$ cat config.mk
export PLATFORM = sky130hd
export DESIGN_NAME = usb_class_mode_controller_unit
export DESIGN_NICKNAME = d
export VERILOG_FILES = /design/src/ucmc_pkg.sv /design/src/ucmc_step.sv /design/src/usb_class_mode_controller_unit.sv
export SDC_FILE = /design/constraint.sdc
export NUM_CORES = 1
export LEC_CHECK = 0
export BUFFER_PORTS_ARGS = -buffer_cell sky130_fd_sc_hd__buf_2
export CORE_UTILIZATION = 55
export CTS_BUF_LIST = sky130_fd_sc_hd__clkbuf_4
export CTS_CLUSTER_DIAMETER = 100
export DETAILED_ROUTE_END_ITERATION = 12
export GPL_ROUTABILITY_DRIVEN = 0
export PLACE_DENSITY = 0.77
export SKIP_CTS_REPAIR_TIMING = 1
export SYNTH_ARGS = -nofsm -noshare
export SYNTH_HDL_FRONTEND = slang
export SYNTH_HIERARCHICAL = 1
export SYNTH_SLANG_ARGS = --single-unit
export TNS_END_PERCENT = 30
$ cat constraint.sdc
create_clock -name clock -period 5.45 [get_ports clock]
set_input_delay 0.545 -clock clock [delete_from_list [all_inputs] [get_ports clock]]
set_output_delay 0.545 -clock clock [all_outputs]
set_load 0.005 [all_outputs]
$ cat src/ucmc_pkg.sv
`timescale 1ns / 1ps
`default_nettype none

package ucmc_pkg;

   localparam int unsigned MODE_CODES = 8;
   localparam int unsigned MODE_W     = 3;
   localparam int unsigned TIME_W     = 32;
   localparam int unsigned PHASE_W    = 3;
   localparam int unsigned CSR_IDX_W  = 2;

   localparam logic [PHASE_W-1:0] PH_DETACHED   = 3'd0;
   localparam logic [PHASE_W-1:0] PH_ATTACH_REQ = 3'd1;
   localparam logic [PHASE_W-1:0] PH_WAIT_HOST  = 3'd2;
   localparam logic [PHASE_W-1:0] PH_CONFIGURED = 3'd3;
   localparam logic [PHASE_W-1:0] PH_DETACH_REQ = 3'd4;

   localparam logic [1:0] EV_MODE_REQ   = 2'd0;
   localparam logic [1:0] EV_HOST_CFG   = 2'd1;
   localparam logic [1:0] EV_HOST_CMD   = 2'd2;
   localparam logic [1:0] EV_PROC_TICK  = 2'd3;

   localparam logic [CSR_IDX_W-1:0] CSR_ATTACH_TIMEOUT = 2'd0;
   localparam logic [CSR_IDX_W-1:0] CSR_DIAG_IDLE      = 2'd1;
   localparam logic [CSR_IDX_W-1:0] CSR_DIAG_MODE      = 2'd2;

   localparam logic [TIME_W-1:0] ATTACH_TIMEOUT_RST = 32'd10000;
   localparam logic [TIME_W-1:0] DIAG_IDLE_RST      = 32'd120000;
   localparam logic [MODE_W-1:0] DIAG_MODE_RST      = 3'd1;

   typedef struct packed {
      logic [1:0]        req_type;
      logic [MODE_W-1:0] mode;
      logic [TIME_W-1:0] now_ms;
      logic              attach_ok;
      logic              detach_ok;
   } item_type;

   typedef struct packed {
      logic [TIME_W-1:0] attach_timeout_ms;
      logic [TIME_W-1:0] diag_idle_limit_ms;
      logic [MODE_W-1:0] diag_mode_code;
   } cfg_type;

   typedef struct packed {
      logic [PHASE_W-1:0] phase;
      logic [MODE_W-1:0]  active_mode;
      logic [MODE_W-1:0]  pending_mode;
      logic [TIME_W-1:0]  attach_time;
      logic [TIME_W-1:0]  last_cmd_time;
   } ctl_state_type;

   typedef struct packed {
      logic               accepted;
      logic [PHASE_W-1:0] ctl_state;
      logic [MODE_W-1:0]  cur_mode;
   } result_type;

endpackage

`default_nettype wire

$ cat src/ucmc_step.sv
`timescale 1ns / 1ps
`default_nettype none

module ucmc_step import ucmc_pkg::*; (
   input  item_type      item,
   input  cfg_type       cfg,
   input  ctl_state_type cur,
   output ctl_state_type nxt,
   output result_type    result
);

   logic              acc;
   logic [TIME_W-1:0] since_attach;
   logic [TIME_W-1:0] since_cmd;
   logic              attach_expired;
   logic              diag_expired;
   logic              mode_bad;

   assign since_attach   = item.now_ms - cur.attach_time;
   assign since_cmd      = item.now_ms - cur.last_cmd_time;
   assign attach_expired = (cur.phase == PH_WAIT_HOST) &&
                           (since_attach >= cfg.attach_timeout_ms);
   assign diag_expired   = (cur.phase == PH_CONFIGURED) &&
                           (cur.active_mode == cfg.diag_mode_code) &&
                           (since_cmd >= cfg.diag_idle_limit_ms);
   assign mode_bad       = 9'(item.mode) >= 9'(MODE_CODES);

   always_comb begin
      nxt = cur;
      acc = 1'b0;
      case (item.req_type)
         EV_MODE_REQ: begin
            if (!mode_bad) begin
               acc = 1'b1;
               if (item.mode == '0) begin
                  nxt.pending_mode = '0;
                  if (cur.phase == PH_DETACHED) begin
                     nxt.active_mode = '0;
                  end else begin
                     nxt.phase = PH_DETACH_REQ;
                  end
               end else if ((cur.phase != PH_DETACHED) && (cur.active_mode != '0) &&
                            (cur.active_mode != item.mode)) begin
                  nxt.pending_mode = item.mode;
                  nxt.phase        = PH_DETACH_REQ;
               end else begin
                  nxt.pending_mode  = '0;
                  nxt.active_mode   = item.mode;
                  nxt.attach_time   = item.now_ms;
                  nxt.last_cmd_time = item.now_ms;
                  nxt.phase         = PH_ATTACH_REQ;
               end
            end
         end
         EV_HOST_CFG: begin
            nxt.phase = PH_CONFIGURED;
         end
         EV_HOST_CMD: begin
            nxt.last_cmd_time = item.now_ms;
         end
         EV_PROC_TICK: begin
            if (cur.phase == PH_ATTACH_REQ) begin
               if (item.attach_ok) begin
                  nxt.phase = PH_WAIT_HOST;
                  acc       = 1'b1;
               end
            end else if ((cur.phase == PH_DETACH_REQ) || attach_expired || diag_expired) begin
               if (!item.detach_ok) begin
                  nxt.phase = PH_DETACH_REQ;
               end else begin
                  acc              = 1'b1;
                  nxt.pending_mode = '0;
                  if (cur.pending_mode != '0) begin
                     nxt.active_mode   = cur.pending_mode;
                     nxt.attach_time   = item.now_ms;
                     nxt.last_cmd_time = item.now_ms;
                     nxt.phase         = PH_ATTACH_REQ;
                  end else begin
                     nxt.active_mode = '0;
                     nxt.phase       = PH_DETACHED;
                  end
               end
            end
         end
         default: begin
            nxt = cur;
         end
      endcase
   end

   assign result.accepted  = acc;
   assign result.ctl_state = nxt.phase;
   assign result.cur_mode  = nxt.active_mode;

endmodule

`default_nettype wire

$ cat src/usb_class_mode_controller_unit.sv
// An accepted req item reaches rsp_valid through the input register and then the result register.
// Throughput: 1 item per cycle unless rsp_stall holds the output; the step logic between the two
// registers reads and updates the controller state in the same cycle, so items follow back to back.
// Reset (synchronous, active high): phase detached, no active or queued mode, times 0,
// registers to 10000 ms, 120000 ms and diagnostic mode 1; both stages empty.
`timescale 1ns / 1ps
`default_nettype none

module usb_class_mode_controller_unit import ucmc_pkg::*; (
   input  wire logic                 clock,
   input  wire logic                 reset,
   input  wire logic                 req_valid,
   output logic                      req_stall,
   input  wire logic [1:0]           req_type,
   input  wire logic [MODE_W-1:0]    req_mode,
   input  wire logic [TIME_W-1:0]    req_now_ms,
   input  wire logic                 req_attach_ok,
   input  wire logic                 req_detach_ok,
   output logic                      rsp_valid,
   input  wire logic                 rsp_stall,
   output logic                      rsp_accepted,
   output logic [PHASE_W-1:0]        rsp_ctl_state,
   output logic [MODE_W-1:0]         rsp_cur_mode,
   input  wire logic                 csr_valid,
   output logic                      csr_ready,
   input  wire logic [CSR_IDX_W-1:0] csr_index,
   input  wire logic [TIME_W-1:0]    csr_wdata
);

   cfg_type       cfg_ff,   cfg_in;
   ctl_state_type state_ff, state_in;
   item_type      s1_item_ff, s1_item_in;
   logic          s1_valid_ff, s1_valid_in;
   result_type    rsp_ff, rsp_in;
   logic          rsp_valid_ff, rsp_valid_in;

   ctl_state_type step_state;
   result_type    step_result;
   logic          out_open;
   logic          advance;
   logic          req_take;

   assign out_open  = !rsp_valid_ff || !rsp_stall;
   assign advance   = s1_valid_ff && out_open;
   assign req_stall = s1_valid_ff && !out_open;
   assign req_take  = req_valid && !req_stall;
   assign csr_ready = 1'b1;

   ucmc_step u_step (
      .item   (s1_item_ff),
      .cfg    (cfg_ff),
      .cur    (state_ff),
      .nxt    (step_state),
      .result (step_result)
   );

   always_comb begin
      cfg_in = cfg_ff;
      if (csr_valid && csr_ready) begin
         case (csr_index)
            CSR_ATTACH_TIMEOUT: cfg_in.attach_timeout_ms  = csr_wdata;
            CSR_DIAG_IDLE:      cfg_in.diag_idle_limit_ms = csr_wdata;
            CSR_DIAG_MODE:      cfg_in.diag_mode_code     = csr_wdata[MODE_W-1:0];
            default:            cfg_in = cfg_ff;
         endcase
      end
   end

   always_comb begin
      s1_item_in = s1_item_ff;
      s1_valid_in = s1_valid_ff && !advance;
      if (req_take) begin
         s1_item_in.req_type  = req_type;
         s1_item_in.mode      = req_mode;
         s1_item_in.now_ms    = req_now_ms;
         s1_item_in.attach_ok = req_attach_ok;
         s1_item_in.detach_ok = req_detach_ok;
         s1_valid_in          = 1'b1;
      end
   end

   assign state_in     = advance ? step_state : state_ff;
   assign rsp_in       = advance ? step_result : rsp_ff;
   assign rsp_valid_in = advance || (rsp_valid_ff && rsp_stall);

   always_ff @(posedge clock) begin
      if (reset) begin
         cfg_ff.attach_timeout_ms  <= ATTACH_TIMEOUT_RST;
         cfg_ff.diag_idle_limit_ms <= DIAG_IDLE_RST;
         cfg_ff.diag_mode_code     <= DIAG_MODE_RST;
         state_ff.phase            <= PH_DETACHED;
         state_ff.active_mode      <= '0;
         state_ff.pending_mode     <= '0;
         state_ff.attach_time      <= '0;
         state_ff.last_cmd_time    <= '0;
         s1_valid_ff               <= 1'b0;
         rsp_valid_ff              <= 1'b0;
      end else begin
         cfg_ff       <= cfg_in;
         state_ff     <= state_in;
         s1_valid_ff  <= s1_valid_in;
         rsp_valid_ff <= rsp_valid_in;
      end
   end

   always_ff @(posedge clock) begin
      s1_item_ff <= s1_item_in;
      rsp_ff     <= rsp_in;
   end

   assign rsp_valid     = rsp_valid_ff;
   assign rsp_accepted  = rsp_ff.accepted;
   assign rsp_ctl_state = rsp_ff.ctl_state;
   assign rsp_cur_mode  = rsp_ff.cur_mode;

`ifndef NO_ASSERTIONS
   a_state_hold: assert property (@(posedge clock) disable iff (reset)
      !advance |=> $stable(state_ff))
      else $error("controller state changed without an item");

   a_attach_has_mode: assert property (@(posedge clock) disable iff (reset)
      (state_ff.phase == PH_ATTACH_REQ || state_ff.phase == PH_WAIT_HOST) |->
      (state_ff.active_mode != '0))
      else $error("attach phase without an active mode");

   a_advance_shows: assert property (@(posedge clock) disable iff (reset)
      advance |=> rsp_valid_ff)
      else $error("processed item not presented");

   a_stall_only_full: assert property (@(posedge clock) disable iff (reset)
      req_stall |-> (s1_valid_ff && rsp_valid_ff))
      else $error("input stalled with room available");
`endif

endmodule

`default_nettype wire
==> metrics.md, run 1 <==
| Metric | Value |
|---|---|
| RSZ-0062 raised after global routing | true |
| DP HPWL | 27630 um |
| Core Util, Final | 63.89% |
| Worst EP required | 5.98 ns |
| Die Y | 164.8 um |
| First-pass GRT wire length | 61260 um |
| PnR worst setup slack | -0.03810 ns |
| Routed vias | 13.01k |
| Synthesized Nets | 1891 |
| Area of the die | 27150 um2 |
| Max Cap Violations | 0 |
| Max Freq | 0.1822 GHz |
| Hold Fails Final Rpt | 0 |
| Failing checks | setup timing |
| Max VDD drop | 0.1482 mV |
| Buffers on Ports | 86 |
| Residual DRC | 0 |
| Number of synthesized flops with an enable pin | 46 |
| WS Path Type | register to register |
| Lkg Pwr | 6.762 nW |
| Routed Antenna Nets | 0 |
| Min cycle time layout | 5.488 ns |
| Power Density | 201.8 nW/um2 |
| CORE AREA | 26060 um2 |
| GR Util All Layers | 28.55% |
| Distinct cells, synth | 77 |
| Syn Std Cell Area | 14570 um2 |
| # IOs | 88 |
| Crit share post-route | 100.7% |
| CP Max Fanout | 9 |
| Via-per-instance ratio | 5.979 |
| Slew margin rel. | 10.13% |
| Ys Warns | 6 |
| CP max stage delay | 0.44 ns |
| Area grow syn2layout | 14.24% |
| Final setup violation count | 22 |
| Most used cell, CP | buf_4 |
| Std-Cell Rows | 59 |
| Layout cells sized above 1 | 16.97% |
| Status | finished with violations |
| Die X | 164.8 um |
| Min-Delay Path Class | input port to register |
| TritonCTS Buffers | 17 |
| Critical Path Sink Type | register |
| H-tree Lvls | 4 |
| Sequential share of the synthesized area | 28.98% |
| Initial Utilization | 55.93% |
| Clk sinks | 188 |
| Largest net degree at the start of global routing | 109 |
| Final nets | 2037 |
| Slew Viols, Final | 0 |
| Worst Skew | 0.03133 ns |
| Cells after synthesis | 1680 |
| Syn_area_per_cell | 8.675 um2 |
| Tot Pwr | 3.360 mW |
| Grt ovf | 0 |
| Max clock buf depth | 2 |
| Initial DRC Count | 1043 |
| CP max stage cell | edfxtp_1 |
| 1st-pass router iterations | 7 |
| Critical path buffers and inverters | 7 |
| Clk root buf | clkbuf_4 |
| WL per Instance | 18.42 um |
| CTS tree | done |
| Vias in the first global route | 12.38k |
| Post-synth ARST share | 0% |
| Crit path launch type | register |
| Critical Path AT | 6.02 ns |
| Reg clk slew, reported paths | 0.19 ns |
| Synth Register Bits | 188 |
| Tightest Pin Transition | 1.347 ns |
| Routed wire length | 40070 um |
| Clock Latency Late Sink | 0.60 ns |
| Family with the most delay on the worst path | compound AO/OA/AOI/OAI gates |
| Initial antenna violation count | 1 |
| Top_reg_cell synth | dfxtp_1 |
[Yosys cell counts, types with 8 or more instances]
master     instances  share of area (%)
a21o_1            38                2.0
dfxtp_1          142                 20
a211oi_1          11               0.57
xor2_1            18                1.1
xnor2_1           41                2.5
a32o_1            31                2.1
nor2_1            74                1.9
o21ai_1           24               0.82
a221o_1           33                2.3
buf_4             21                1.1
nand2b_1         241                 10
edfxtp_1          46                9.5
buf_2             17               0.58
ha_1             131                 11
clkbuf_1          47                1.2
o21a_1            15               0.77
inv_1            186                4.8
nor2b_1            8               0.34
a2bb2oi_1         32                1.9
nand4_1           15               0.64
nand2_1           47                1.2
mux2i_1          142                9.8
a21oi_1          110                3.8
nand3_1           13               0.45
nor3_1            13               0.45
o21ai_0           59                2.0
[report_power, final]
part           switching (mW)  internal [mW]  leakage, nW  total (mW)
Sequential             0.0449           1.48         1.60        1.53
Clock                   0.551          0.235        0.137       0.786
Combinational           0.565          0.482         5.03        1.05
Total                    1.16           2.20         6.76        3.36
[per-stage QoR]
step / cell area [um2] / hold WS (ns) / TNS (ns) / instances / setup WS (ns)
finish: 16650 / 0.09540 / -0.2738 / 2175 / -0.03810
floorplan: 14570 / 0.4475 / 0 / 1680 / 0.3669
global placement: 15910 / 0.4599 / -10.96 / 2126 / -0.2791
detailed placement: 15910 / 0.4616 / -21.06 / 2126 / -0.4442
global route: 16650 / 0.04639 / -10.85 / 2175 / -0.2366
CTS: 16180 / 0.06912 / -24.99 / 2158 / -0.5123
[routing by layer]
layer  up-vias  share of wire, %  global-route usage (%)
li1       6199                 -                       -
met1      6232                44                   37.14
met2       484                47                   47.44
met3        90               6.5                   4.671
met4         0               2.9                   10.30
met5         -                 0                       0
[cell type report]
type / count / area (um2)
fill: 2117 / 9409
tap: 335 / 419.2
clock buffer: 17 / 127.6
inverter: 187 / 701.9
timing repair buffer: 220 / 1607
antenna: 1 / 2.502
sequential: 188 / 4224
multi-input combinational: 1212 / 9430
clock inverter: 15 / 137.6
[state kept, by name, summed over array words and instances, names as in the netlist]
name and flops:
s1_valid_ff 1, rsp_accepted 1, rsp_ctl_state 3, s1_item_ff 39
rsp_cur_mode 3, state_ff 73, rsp_valid 1, cfg_ff 67
[cells by family (layout without fill, tap and decap cells)]
group                      after synthesis  after routing  synth area share [%]
and+or+nand+nor                        451            451                 17.28
DFF                                    188            188                 28.98
muxes                                  142            142                 9.753
buffers and inverters                  280            439                 8.276
other                                    1              2               0.02573
AOI/OAI and AO/OA                      426            426                 20.61
adders and majority gates              133            133                 11.52
xor gates and xnor gates                59             59                 3.546
[cell usage in the layout, fill, tap and decap left out, types with 13 or more instances in the layout]
cell type / n
dfxtp_1: 142
buf_4: 120
mux2i_1: 142
a2bb2oi_1: 29
a21oi_1: 102
o21a_1: 15
xor2_1: 18
nor3_1: 13
o21ai_1: 23
inv_1: 185
nand4_1: 15
nand2b_1: 241
nor2_1: 72
nand2_1: 45
nand3_1: 13
xnor2_1: 39
a21o_1: 38
a32o_1: 31
edfxtp_1: 46
buf_2: 85
a221o_1: 33
clkbuf_4: 17
ha_1: 126
o21ai_0: 54
[final timing paths]
path                            slack, ns                    start  depth (start not counted)                  endpoint
worst max-delay path                -0.04  s1_item_ff[2]$_DFFE_PP_                         29  state_ff[5]$_SDFFE_PP0P_
worst max register to register      -0.04  s1_item_ff[2]$_DFFE_PP_                         29  state_ff[5]$_SDFFE_PP0P_
worst min-delay path                  0.1           req_now_ms[28]                          1  s1_item_ff[30]$_DFFE_PP_
worst min register to register       0.49  cfg_ff[30]$_SDFFE_PP0P_                          2   cfg_ff[30]$_SDFFE_PP0P_
Note: power is estimated with default switching activity, not from simulation.
==> run 2, diff against run 1 <==
--- a/config.mk
+++ b/config.mk
@@ -5,13 +5,15 @@
 export SDC_FILE = /design/constraint.sdc
 export NUM_CORES = 1
 export LEC_CHECK = 0
-export BUFFER_PORTS_ARGS = -buffer_cell sky130_fd_sc_hd__buf_2
-export CORE_UTILIZATION = 55
+export CELL_PAD_IN_SITES_DETAIL_PLACEMENT = 1
+export CELL_PAD_IN_SITES_GLOBAL_PLACEMENT = 1
+export CORE_UTILIZATION = 46
 export CTS_BUF_LIST = sky130_fd_sc_hd__clkbuf_4
 export CTS_CLUSTER_DIAMETER = 100
 export DETAILED_ROUTE_END_ITERATION = 12
+export DONT_BUFFER_PORTS = 1
 export GPL_ROUTABILITY_DRIVEN = 0
-export PLACE_DENSITY = 0.77
+export PLACE_DENSITY = 0.8
 export SKIP_CTS_REPAIR_TIMING = 1
 export SYNTH_ARGS = -nofsm -noshare
 export SYNTH_HDL_FRONTEND = slang
==> run 2 against run 1 <==
The flow still finishes with violations (setup timing). Combinational power about the same. Routed wire length up 16%. Register-to-register slack worse by 0.22 ns. Count of clock-buffer cells in the layout unchanged. Global-route usage down 2.0 points. Cell area down 0.15%. Setup slack worse by 0.22 ns. Clock skew up 0.0065 ns. Hold slack worse by 0.084 ns. Die area up 19%.
==> metrics.md, run 2 (synthesis gave the netlist of run 1 again) <==
| Metric | Value |
|---|---|
| Area grow syn2layout | 14.07% |
| WS Path Type | register to register |
| Vias in the first global route | 12.98k |
| Slew Viols, Final | 0 |
| Crit path launch type | register |
| RSZ-0062 raised after global routing | true |
| Clk sinks | 188 |
| Post-route cell area | 16620 um2 |
| Final nets | 1971 |
| Worst Skew | 0.03781 ns |
| DP HPWL | 31330 um |
| CP Max Fanout | 7 |
| Initial antenna violation count | 2 |
| Metal3 WL | 2087 um |
| Sw Ratio | 35.10% |
| Critical path buffers and inverters | 6 |
| Clk root buf | clkbuf_4 |
| Die Y | 180.0 um |
| Max VDD drop | 0.1627 mV |
| Final TNS setup | -11.72 ns |
| Grt ovf | 0 |
| Clock Latency Late Sink | 0.68 ns |
| Slew margin rel. | 16.37% |
| Critical Path Sink Type | register |
| Metal1 wirelength | 20820 um |
| Initial Utilization | 47.15% |
| Routed wire length | 46330 um |
| Commonest cells after routing, fill and taps aside | nand2b_1, inv_1, mux2i_1, dfxtp_1, ha_1 |
| Clock power share | 25.8% |
| Int Power | 2.258 mW |
| First-pass GRT wire length | 68450 um |
| Buffers on Ports | 0 |
| Sequential power share | 44.1% |
| Layout cells sized above 1 | 11.73% |
| Max clock buf depth | 2 |
| PnR worst setup slack | -0.2539 ns |
| CORE AREA | 30910 um2 |
| CTS tree | done |
| # IOs | 88 |
| Most used cell, CP | buf_4 |
| Placed inst area | 15370 um2 |
| Switching power | 1.221 mW |
| Worst EP required | 6.00 ns |
| Via-per-instance ratio | 5.912 |
| Max Cap Violations | 0 |
| Status | finished with violations |
| DR WL met2 | 22240 um |
| H-tree Lvls | 4 |
| Initial DRC Count | 907 |
| Residual DRC | 0 |
| CP max stage delay | 0.50 ns |
| Power Density | 209.2 nW/um2 |
| Crit share post-route | 104.7% |
| Min cycle time layout | 5.704 ns |
| Failing checks | setup timing |
| Critical Path AT | 6.25 ns |
| Most flops, register | state_ff |
| Std-Cell Rows | 64 |
| Max Freq | 0.1753 GHz |
| CP max stage cell | edfxtp_1 |
| Commonest non-fill, non-tap cell in the layout | nand2b_1 |
| TritonCTS Buffers | 17 |
| Hold Fails Final Rpt | 0 |
| Final setup violation count | 72 |
| Max FFs per register | 73 |
| Min-Delay Path Class | input port to register |
| DR top layer | met4 |
| Routed vias | 12.84k |
| Area of the die | 32400 um2 |
| Internal reg-to-reg setup slack | -0.25 ns |
| Tightest Pin Transition | 1.255 ns |
| GR Util All Layers | 26.51% |
| Family with the most delay on the worst path | compound AO/OA/AOI/OAI gates |
| Routed Antenna Nets | 0 |
| Reg clk slew, reported paths | 0.18 ns |
| Largest net degree at the start of global routing | 259 |
| Largest registers | state_ff x73, cfg_ff x67, s1_item_ff x39 |
| Gate power share | 30.1% |
| 1st-pass router iterations | 7 |
| Die X | 180.0 um |
| Lkg Pwr | 6.526 nW |
| WL per Instance | 21.33 um |
run 2: final timing paths:
path	from	cells past startpoint	end
setup / recovery	s1_item_ff[3]$_DFFE_PP_	28	state_ff[20]$_SDFFE_PP0P_
hold / removal	csr_wdata[15]	2	cfg_ff[50]$_SDFFE_PP0P_
setup reg to reg	s1_item_ff[3]$_DFFE_PP_	28	state_ff[20]$_SDFFE_PP0P_
hold reg to reg	cfg_ff[20]$_SDFFE_PP0P_	2	cfg_ff[20]$_SDFFE_PP0P_
run 2: layout make-up:
class | count | area (um2)
Fill cell | 3632 | 14290
Multi-Input combinational cell | 1212 | 9410
Sequential cell | 188 | 4224
Timing Repair Buffer | 154 | 1458
Inverter | 187 | 701.9
Tap cell | 396 | 495.5
Clock inverter | 15 | 200.2
Clock buffer | 17 | 127.6
Antenna cell | 3 | 7.507
run 2: worst register-to-register path, delay by kind of cell (launching register included):
family | cells | cell delay [ns]
AOI/OAI and AO/OA | 11 | 2.22
and+or+nand+nor | 7 | 1.11
buffers and inverters | 6 | 0.92
adders and majority gates | 2 | 0.59
DFF | 1 | 0.50
xor gates and xnor gates | 1 | 0.17
muxes | 1 | 0.07
run 2: routing by layer:
layer  GRT usage (%)  vias up
met2           45.03      336
met3           3.849       70
li1                -     6070
met5               0        -
met1           33.95     6365
met4           9.931        0
run 2: through the flow:
stage               setup slack [ns]  hold WS (ns)  power [mW]  util (%)  std cells
CTS                          -0.4956      -0.09812       3.413     50.80       2109
floorplan                     0.3669        0.4475       2.238         -       1680
detailed placement           -0.4414        0.4700       2.508     49.74       2077
global placement             -0.1889        0.4582       2.462     49.74       2077
finish                       -0.2539       0.01092       3.478     53.78       2172
global route                 -0.5040      -0.02670       3.648     53.78       2172
run 2: power by group through the flow:
stage                     Clock, mW  Combinational [mW]  Sequential [mW]
after global placement            0               0.903             1.56
after detailed placement          0               0.947             1.56
after floorplan                   0               0.694             1.54
final                         0.897                1.05             1.53
after global routing          0.980                1.13             1.54
after CTS                     0.924               0.956             1.53
